`src/rtl/core/fqwc_pkg.sv`:
```
`timescale 1ns / 1ps
package fqwc_pkg;

  localparam int VALUE_W  = 32;
  localparam int COUNT_W  = 5;

  // request codes
  localparam logic [1:0] REQ_ENQ    = 2'd0;
  localparam logic [1:0] REQ_DEQ    = 2'd1;
  localparam logic [1:0] REQ_SEARCH = 2'd2;

  // result status codes
  localparam logic [1:0] ST_DONE  = 2'd0;
  localparam logic [1:0] ST_FULL  = 2'd1;
  localparam logic [1:0] ST_EMPTY = 2'd2;

  // controller to datapath
  typedef struct packed {
    logic latch_req;
    logic exec_op;
    logic scan_start;
    logic scan_read;
    logic finish_search;
  } cmd_t;

  // datapath to controller
  typedef struct packed {
    logic search_nonempty;
    logic scan_last;
    logic out_free;
  } sts_t;

endpackage

```
`src/rtl/core/fqwc_ctrl.sv`:
```
`timescale 1ns / 1ps
module fqwc_ctrl (
  input  logic           clk,
  input  logic           rst,
  input  logic           in_valid,
  output logic           in_ready,
  input  fqwc_pkg::sts_t sts,
  output fqwc_pkg::cmd_t cmd
);

  typedef enum logic [4:0] {
    S_IDLE   = 5'b00001,
    S_EXEC   = 5'b00010,
    S_SCAN   = 5'b00100,
    S_SETTLE = 5'b01000,
    S_FINISH = 5'b10000
  } state_t;

  state_t state, state_next;

  always_ff @(posedge clk) begin
    if (rst) begin
      state <= S_IDLE;
    end else begin
      state <= state_next;
    end
  end

  always_comb begin
    state_next = state;
    cmd        = '0;
    in_ready   = 1'b0;
    case (state)
      S_IDLE: begin
        in_ready = 1'b1;
        if (in_valid) begin
          cmd.latch_req = 1'b1;
          state_next    = S_EXEC;
        end
      end
      S_EXEC: begin
        if (sts.search_nonempty) begin
          cmd.scan_start = 1'b1;
          state_next     = S_SCAN;
        end else if (sts.out_free) begin
          cmd.exec_op = 1'b1;
          state_next  = S_IDLE;
        end
      end
      S_SCAN: begin
        cmd.scan_read = 1'b1;
        if (sts.scan_last) begin
          state_next = S_SETTLE;
        end
      end
      // last read word is compared here
      S_SETTLE: begin
        state_next = S_FINISH;
      end
      S_FINISH: begin
        if (sts.out_free) begin
          cmd.finish_search = 1'b1;
          state_next        = S_IDLE;
        end
      end
      default: begin
        state_next = S_IDLE;
      end
    endcase
  end

endmodule

```
`src/rtl/core/fqwc_dp.sv`:
```
`timescale 1ns / 1ps
module fqwc_dp #(
  parameter int DEPTH = 16
) (
  input  logic                               clk,
  input  logic                               rst,
  input  fqwc_pkg::cmd_t                     cmd,
  output fqwc_pkg::sts_t                     sts,
  input  logic [1:0]                         req_type,
  input  logic signed [fqwc_pkg::VALUE_W-1:0] value,
  output logic                               out_valid,
  input  logic                               out_ready,
  output logic                               found,
  output logic [fqwc_pkg::COUNT_W-1:0]       count,
  output logic [1:0]                         status
);

  localparam int PTR_W = $clog2(DEPTH);
  localparam int CNT_W = $clog2(DEPTH + 1);

  logic [fqwc_pkg::VALUE_W-1:0] mem [DEPTH];

  logic [1:0]                   req;
  logic [fqwc_pkg::VALUE_W-1:0] key;
  logic [PTR_W-1:0]             rd_ptr;
  logic [PTR_W-1:0]             wr_ptr;
  logic [CNT_W-1:0]             cnt;
  logic [PTR_W-1:0]             scan_addr;
  logic [CNT_W-1:0]             remaining;
  logic [fqwc_pkg::VALUE_W-1:0] rd_data;
  logic                         rd_valid;
  logic                         hit;

  logic             is_full;
  logic             is_empty;
  logic             do_enq;
  logic             do_deq;
  logic [CNT_W-1:0] cnt_next;
  logic [1:0]       status_next;

  function automatic logic [PTR_W-1:0] ring_next(input logic [PTR_W-1:0] p);
    logic [PTR_W-1:0] r;
    if (p == PTR_W'(DEPTH - 1)) begin
      r = '0;
    end else begin
      r = p + PTR_W'(1);
    end
    return r;
  endfunction

  assign is_full  = (cnt == CNT_W'(DEPTH));
  assign is_empty = (cnt == '0);
  assign do_enq   = cmd.exec_op && (req == fqwc_pkg::REQ_ENQ) && !is_full;
  assign do_deq   = cmd.exec_op && (req == fqwc_pkg::REQ_DEQ) && !is_empty;

  always_comb begin
    cnt_next    = cnt;
    status_next = fqwc_pkg::ST_DONE;
    case (req)
      fqwc_pkg::REQ_ENQ: begin
        if (is_full) begin
          status_next = fqwc_pkg::ST_FULL;
        end else begin
          cnt_next = cnt + CNT_W'(1);
        end
      end
      fqwc_pkg::REQ_DEQ: begin
        if (is_empty) begin
          status_next = fqwc_pkg::ST_EMPTY;
        end else begin
          cnt_next = cnt - CNT_W'(1);
        end
      end
      default: begin
        cnt_next    = cnt;
        status_next = fqwc_pkg::ST_DONE;
      end
    endcase
  end

  assign sts.search_nonempty = (req == fqwc_pkg::REQ_SEARCH) && !is_empty;
  assign sts.scan_last       = (remaining == CNT_W'(1));
  assign sts.out_free        = !out_valid || out_ready;

  // entry store, one write and one registered read port
  always_ff @(posedge clk) begin
    if (do_enq) begin
      mem[wr_ptr] <= key;
    end
    if (cmd.scan_read) begin
      rd_data <= mem[scan_addr];
    end
  end

  // request and scan registers
  always_ff @(posedge clk) begin
    if (cmd.latch_req) begin
      req <= req_type;
      key <= value;
    end
    if (cmd.scan_start) begin
      scan_addr <= rd_ptr;
      remaining <= cnt;
    end else if (cmd.scan_read) begin
      scan_addr <= ring_next(scan_addr);
      remaining <= remaining - CNT_W'(1);
    end
    if (cmd.scan_start) begin
      hit <= 1'b0;
    end else if (rd_valid && (rd_data == key)) begin
      hit <= 1'b1;
    end
  end

  // queue pointers and count
  always_ff @(posedge clk) begin
    if (rst) begin
      rd_ptr   <= '0;
      wr_ptr   <= '0;
      cnt      <= '0;
      rd_valid <= 1'b0;
    end else begin
      rd_valid <= cmd.scan_read;
      if (do_enq) begin
        wr_ptr <= ring_next(wr_ptr);
      end
      if (do_deq) begin
        rd_ptr <= ring_next(rd_ptr);
      end
      if (cmd.exec_op) begin
        cnt <= cnt_next;
      end
    end
  end

  // output register
  always_ff @(posedge clk) begin
    if (rst) begin
      out_valid <= 1'b0;
    end else if (cmd.exec_op || cmd.finish_search) begin
      out_valid <= 1'b1;
    end else if (out_ready) begin
      out_valid <= 1'b0;
    end
  end

  always_ff @(posedge clk) begin
    if (cmd.exec_op) begin
      found  <= 1'b0;
      count  <= fqwc_pkg::COUNT_W'(cnt_next);
      status <= status_next;
    end else if (cmd.finish_search) begin
      found  <= hit;
      count  <= fqwc_pkg::COUNT_W'(cnt);
      status <= fqwc_pkg::ST_DONE;
    end
  end

endmodule

```
`src/rtl/core/fifo_queue_with_contains_top.sv`:
```
`timescale 1ns / 1ps
// first-in first-out queue of 32-bit signed values in a ring of DEPTH entries, with a
// membership search. each request on the input channel (req_type 0 enqueue, 1 dequeue,
// 2 search for value) gives exactly one result: found (search hit), count (entries held
// after the request, kept to its low 5 bits) and status (0 done, 1 enqueue rejected as
// full, 2 dequeue on an empty queue ignored). request code 3 changes nothing and reports
// the current count. requests are handled one at a time: an enqueue, dequeue, unused code
// or search of an empty queue is executed at dispatch once the output register is free,
// and a search reads the held entries one per cycle through the single registered
// read port of the entry memory. a finished result sits in an output register, so
// the next request is taken while it waits for its transfer.
// no clearing pass after reset: only entries that have been written are ever compared.
module fifo_queue_with_contains_top #(
  parameter int DEPTH = 16  // 2 to 1024 entries
) (
  input  logic                               clk,
  input  logic                               rst,
  // request channel
  input  logic                               in_valid,
  output logic                               in_ready,
  input  logic [1:0]                         req_type,
  input  logic signed [fqwc_pkg::VALUE_W-1:0] value,
  // result channel
  output logic                               out_valid,
  input  logic                               out_ready,
  output logic                               found,
  output logic [fqwc_pkg::COUNT_W-1:0]       count,
  output logic [1:0]                         status
);

  // command and status links between sequencer and datapath
  fqwc_pkg::cmd_t cmd;
  fqwc_pkg::sts_t sts;

  // sequencer: accepts a request, dispatches it, steps the search scan
  fqwc_ctrl u_ctrl (
    .clk      (clk),
    .rst      (rst),
    .in_valid (in_valid),
    .in_ready (in_ready),
    .sts      (sts),
    .cmd      (cmd)
  );

  // datapath: entry ring, pointers, count, comparator and result register
  fqwc_dp #(
    .DEPTH (DEPTH)
  ) u_dp (
    .clk       (clk),
    .rst       (rst),
    .cmd       (cmd),
    .sts       (sts),
    .req_type  (req_type),
    .value     (value),
    .out_valid (out_valid),
    .out_ready (out_ready),
    .found     (found),
    .count     (count),
    .status    (status)
  );

endmodule

```
`config.mk`:
```
export PLATFORM = sky130hd
export DESIGN_NAME = fifo_queue_with_contains_top
export DESIGN_NICKNAME = d
export VERILOG_FILES = /design/src/rtl/core/fqwc_pkg.sv /design/src/rtl/core/fqwc_ctrl.sv /design/src/rtl/core/fqwc_dp.sv /design/src/rtl/core/fifo_queue_with_contains_top.sv
export SDC_FILE = /design/constraint.sdc
export NUM_CORES = 1
export LEC_CHECK = 0
export BUFFER_PORTS_ARGS = -buffer_cell sky130_fd_sc_hd__buf_4
export CORE_MARGIN = 5
export CORE_UTILIZATION = 56
export CTS_CLUSTER_DIAMETER = 60
export DETAILED_ROUTE_END_ITERATION = 12
export PLACE_DENSITY = 0.83
export SLEW_MARGIN = 25
export SYNTH_ARGS = -nofsm -noshare
export SYNTH_HDL_FRONTEND = slang
export SYNTH_SLANG_ARGS = --single-unit
```
`constraint.sdc`:
```
create_clock -name clk -period 4.19 [get_ports clk]
set_input_delay 0.6285 -clock clk [delete_from_list [all_inputs] [get_ports clk]]
set_output_delay 0.6285 -clock clk [all_outputs]
set_load 0.1 [all_outputs]
```
; ---- After elaboration in Yosys (flattened, before gate mapping)
; Memories as Yosys holds them, arrays and structs flattened. A register that Yosys moved wholly into a read port is not among the register bits.
; Cells that the tools add are included.
; W data, S select, Z words.
[totals]
ff_bits = 72
latchBits = 0
ram_bits = 512
romBits = 0
input_bits = 38
output_inout_bits = 10
word_cells = 88
mem_count = 1
[memory_table]
columns = memory, depth, word_bits, read_ports, rd_clocked_by_memory_dff, write_ports, line_no
row1 = u_dp.mem, 16, 32, 1, 1, 1, fqwc_dp.sv:21  ; logic [fqwc_pkg::VALUE_W-1:0] mem [DEPTH];
[classes]
add_sub_neg = 6
mul = 0
div = 0
magnitude_cmp = 0
eq_ne = 15
n_shift = 0
muxes = 35
n_bitwise = 0
reduce_logical = 17
[op_table]
columns = cell, n
row1 = $mux W5, 10
row2 = $eq A32 B32 Y1, 1
row3 = $pmux W5 S5, 1
row4 = $mux W4, 5
row5 = $mux W1, 13
row6 = $add A4 B1 Y4 const B, 3
row7 = $eq A4 B4 Y1 const B, 3
row8 = $eq A5 B1 Y1 const B, 2
row9 = $eq A5 B5 Y1 const B, 2
row10 = $pmux W5 S2, 1
row11 = $sub A5 B1 Y5 const B, 2
row12 = $mux W2, 4
row13 = $logic_and A1 B1 Y1, 6
row14 = $reduce_bool A2 Y1, 3
row15 = $add A5 B1 Y5 const B, 1
row16 = $eq A5 B2 Y1 const B, 1
row17 = $eq A5 B3 Y1 const B, 1
row18 = $eq A5 B4 Y1 const B, 1
row19 = $logic_not A5 Y1, 1
row20 = $ne A2 B2 Y1 const B, 2
row21 = $pmux W2 S2, 1
row22 = $logic_not A1 Y1, 3
row23 = $eq A2 B1 Y1 const B, 1
row24 = $eq A2 B2 Y1 const B, 1
row25 = 3 further kinds, 4

; ---- Longest topological paths before layout
[depth]
ltp_word = 9
ltp_mapped = 8
ltp_nobuf = 7

; ---- Modules after synthesis
; Synthesis repeated with hierarchy kept, for this count alone.
[hier_totals]
hier_cells = 1265
area_unflattened_um2 = 24011.8
[modules_own_cells]
columns = mod, n_inst, cells_each, area_each_um2, seq_area_each_um2
row1 = fqwc_dp, 1, 1225, 23671.5, 18177.4
row2 = fqwc_ctrl, 1, 40, 340.3, 100.1

; ---- Worst setup path after synthesis
; No wires, ideal clock.
[synth_path]
path_kind = register -> register
from = register u_dp.cnt[0]
to = memory u_dp.mem[2][0] (netlist name), enable pin
setup_ps = 461
arrival_time_ps = 3951
t_required_ps = 3729
path_slack_ps = -222
stages_incl_launch_ff = 9
path_cell_list = dfxtp_1 -> inv_1 -> ha_1 -> nor3b_1 -> a211oi_1 -> and2_1 -> buf_4 -> nand2_1 -> nor3_1
[synth_between]
elab_chain_len = 9
elab_cells_between_ends = 11
[synth_rtl]
columns = item, line_no
row1 = from (decl), fqwc_dp.sv:27  ; logic [CNT_W-1:0] cnt;
row2 = from (signal assigned), fqwc_dp.sv:131  ; cnt <= cnt_next;
row3 = $logic_not A5 Y1, fqwc_dp.sv:52  ; assign is_empty = (cnt == '0);
row4 = $logic_not A1 Y1, fqwc_dp.sv:81  ; assign sts.search_nonempty = (req == fqwc_pkg::REQ_SEARCH) && !is_empty;
row5 = $logic_and A1 B1 Y1, fqwc_dp.sv:81
row6 = $mux W1, fqwc_ctrl.sv:42  ; if (sts.search_nonempty) begin
row7 = $mux W2, fqwc_ctrl.sv:33  ; case (state)
row8 = $logic_and A1 B1 Y1, fqwc_dp.sv:53  ; assign do_enq = cmd.exec_op && (req == fqwc_pkg::REQ_ENQ) && !is_full;
row9 = $logic_and A1 B1 Y1 (*), fqwc_dp.sv:53
row10 = $mux W1 (*), fqwc_dp.sv:87  ; if (do_enq) begin
row11 = $mux W1 (implied by the code) (*), fqwc_dp.sv:88  ; mem[wr_ptr] <= key;
row12 = to (decl), fqwc_dp.sv:21
; Mark *: on every way between the ends. The rest lies on a longest branch, timed or not.

; ---- Final worst setup path
[layout_path]
from = register u_dp.cnt[1]
to = memory u_dp.mem[13][13] (netlist name), enable pin
; Same word-level chain as after synthesis.

==> results.cfg <==
[synthesis]
async_flop_share = 0
synth_warnings = 0
syn_nets = 1107
syn_inst = 1059
yosysSeqAreaShare = 0.774
synth_cell_types = 56
synth_enable_flop_cells = 594
post_synth_instance_area_um2 = 23600
ys_ff_latch = 616
synth_flop_cell = edfxtp_1
syn_area_per_cell_um2 = 22.3

[setup_path]
critPathCaptureType = flip-flop
crit_fanout = 18
max_stage_delay_ps = 550
slowest_stage = nor2_4
r2r_cells = 9
r2r-start = u_dp.cnt[1]
critPathKind = flip-flop to flip-flop
start_kind = flip-flop
worstPathRequired_ps = 4510
r2r-end = u_dp.mem[13][13]
cp_cell_sequence = inv_1 -> ha_1 -> nor3b_1 -> a211oi_1 -> buf_4 -> and2_1 -> nand2_1 -> nor2_4 -> buf_12
worst-r2r-setup-slack_ps = 980
critPathArrivalTime_ps = 3530

[floorplan]
core_um2 = 41900
io_pins = 48
rows = 75
dieArea_um2 = 46400
start_util = 0.564
die_w_um = 215
die_y_um = 215

[routing]
viasPerCell = 6.42
wl_mm = 50.4
post_drt_wl_per_cell_um = 28.6
drt_iter0_markers = 1335
route.detailed.drc = 0
first_pass_iters = 6
vias = 11300
antenna_left = 0

[final_layout]
diodes = 0
final_cell_mix = 594 x edfxtp_1, 160 x mux4_2, 89 x buf_4, 61 x clkbuf_16, 34 x xor2_1
seqCellArea_um2 = 18300
fin_area_um2 = 27000
nFillCells = 2538
multi_input_area_um2 = 5210
drive_gt1_frac = 0.309
fin_nets = 1222
final_common_cell = edfxtp_1
area_growth_pct = 14.5

[clock_tree]
ctsHoldBuffers = 0
cts_made_buffers = 60
clkTransAtPathRegs_ps = 60
cts.sinks = 616
clock_path_buffers = 3
post_cts_resized = 0
ctsRootBufferMaster = clkbuf_16
h-tree-depth = 2
cts_setup_buffers = 0
clk_latency_ps = 620
cts_tree = built

[timing]
finalCritPeriodShare = 0.766
slew_headroom = 0.482
worstMarginPinSlew_ps = 775
fmax_ghz = 0.312
hold_viol_final = 0
period_minus_slack_ps = 3210
rsz0062_at_grt = false
setup_tns_ps = 0
clock-skew-final_ps = 25.2
slew_violations = 0
setup_viol = 0

[run]
max_cap_viol_count = 0

[power]
peakVddDrop_v = 0.000403
p_per_area_nw_per_um2 = 459
switching_share = 0.198
p_seq_frac = 0.554
p_int_mw = 9.95
clkPwrFrac = 0.429
p_switching_mw = 2.46
p_leak_nw = 8.62
p_comb_frac = 0.017

[hold_path]
whs_path_depth = 1
min_path_type = input port to flip-flop
holdPathEnd = u_dp.key[23]
min_from = value[23]

[global_route]
grt_overflow = 0
antenna_found_initial = 0
grt_pass1_vias = 11600
grt_start_max_net_pins = 66
grt_pass1_wl_mm = 76.3
grt_usage = 0.222

[placement]
portBuffers = 47
place_area_um2 = 25100
dp_hpwl_mm = 29.6
gp_congestion = 0.803

[outcome]
outcome = finished, final reports clean
## layout make-up
type	count	share of cell area
inverters	16	0.00222
clock buffers	69	0.0576
repair buffers	100	0.0327
multi-input cells	380	0.193
clock inverters	41	0.0141
well taps	539	0.0249
flip-flops and latches	616	0.676
## logic make-up (layout without fill, tap and decap cells)
family	after synthesis	count (layout)	synth area share
AO/OA/AOI/OAI	50	50	0.0133
AND/OR/NAND/NOR	118	118	0.0277
XOR/XNOR	39	39	0.0145
adder cells (fa/ha/maj)	10	10	0.00530
multiplexers	163	163	0.154
flip-flops	616	616	0.774
buffers and inverters	63	226	0.0117
## cells in the mapped netlist, types with 3 or more instances
| cell type | instances | share of area |
|---|---|---|
| edfxtp_1 | 594 | 0.76 |
| mux4_2 | 160 | 0.15 |
| nor2_1 | 38 | 0.0060 |
| xor2_1 | 34 | 0.013 |
| clkbuf_1 | 25 | 0.0040 |
| dfxtp_1 | 22 | 0.019 |
| a21oi_1 | 21 | 0.0044 |
| inv_1 | 16 | 0.0025 |
| nand2_1 | 16 | 0.0025 |
| buf_2 | 13 | 0.0028 |
| ha_1 | 10 | 0.0053 |
| nand3_1 | 10 | 0.0021 |
| o21ai_0 | 10 | 0.0021 |
| nor3_1 | 9 | 0.0019 |
| nor2b_1 | 8 | 0.0021 |
| nor4_1 | 8 | 0.0021 |
| buf_1 | 6 | 0.00095 |
| and2_1 | 5 | 0.0013 |
| nand2b_1 | 5 | 0.0013 |
| xnor2_1 | 5 | 0.0019 |
| a31oi_1 | 3 | 0.00079 |
| nor3b_1 | 3 | 0.00095 |
## power by group through the flow
| stage | Clock [mW] | Combinational, mW | Sequential [mW] |
|---|---|---|---|
| floorplan | 0 | 0.0567 | 7.01 |
| global placement | 0 | 0.196 | 7.00 |
| detailed placement | 0 | 0.206 | 7.00 |
| CTS | 5.42 | 0.211 | 6.87 |
| global route | 5.73 | 0.222 | 6.88 |
| finish | 5.33 | 0.209 | 6.87 |
## flip-flops by register name, indices dropped and copies added, names as in the netlist, 4 cells and up
register	count
u_dp.mem	512
u_dp.key	32
u_dp.rd_data	32
u_ctrl.state	5
u_dp.cnt	5
u_dp.count	5
u_dp.remaining	5
u_dp.rd_ptr	4
u_dp.scan_addr	4
u_dp.wr_ptr	4
## per-layer routing
metal  track usage  routed length [µm]  vias to the layer above
met3        0.0610                5110                       81
met5             0                   0                        -
met4        0.0548                1170                        0
li1              -                   -                     4647
met2         0.337               24100                      622
met1         0.329               20100                     5950
## worst max path at each step
| stage | depth (start not counted) | from | end | slack (ps) |
|---|---|---|---|---|
| 6_report | 9 | u_dp.cnt[1] | u_dp.mem[13][13] | 980 |
| 5_1_grt | 9 | u_dp.cnt[1] | u_dp.mem[12][20] | 800 |
| 4_1_cts | 9 | u_dp.cnt[1] | u_dp.mem[4][6] | 990 |
| 3_5_place_dp | 9 | u_dp.cnt[0] | u_dp.mem[12][29] | 1050 |
| 3_3_place_gp | 9 | u_dp.cnt[0] | u_dp.mem[14][27] | 1220 |
| 2_1_floorplan | 8 | u_dp.cnt[0] | u_dp.mem[6][0] | 640 |
## stage by stage
step	utilization	setup slack [ps]	hold slack (ps)	total power, mW	std cells
6_report	0.646	981	183	12.4	1761
5_1_grt	0.646	803	156	12.8	1761
2_1_floorplan	-	635	434	7.07	1059
4_1_cts	0.646	991	161	12.5	1760
3_5_place_dp	0.599	1050	474	7.21	1650
3_3_place_gp	0.599	1220	452	7.19	1650
## critical path: cells and delay by family, from the launching register on
| kind | cells | cell delay, ps |
|---|---|---|
| adder cells (fa/ha/maj) | 1 | 220 |
| buffers and inverters | 3 | 530 |
| AND/OR/NAND/NOR | 4 | 1370 |
| AO/OA/AOI/OAI | 1 | 290 |
| flip-flops | 1 | 490 |
No activity file was read; power rests on OpenSTA's default activity.
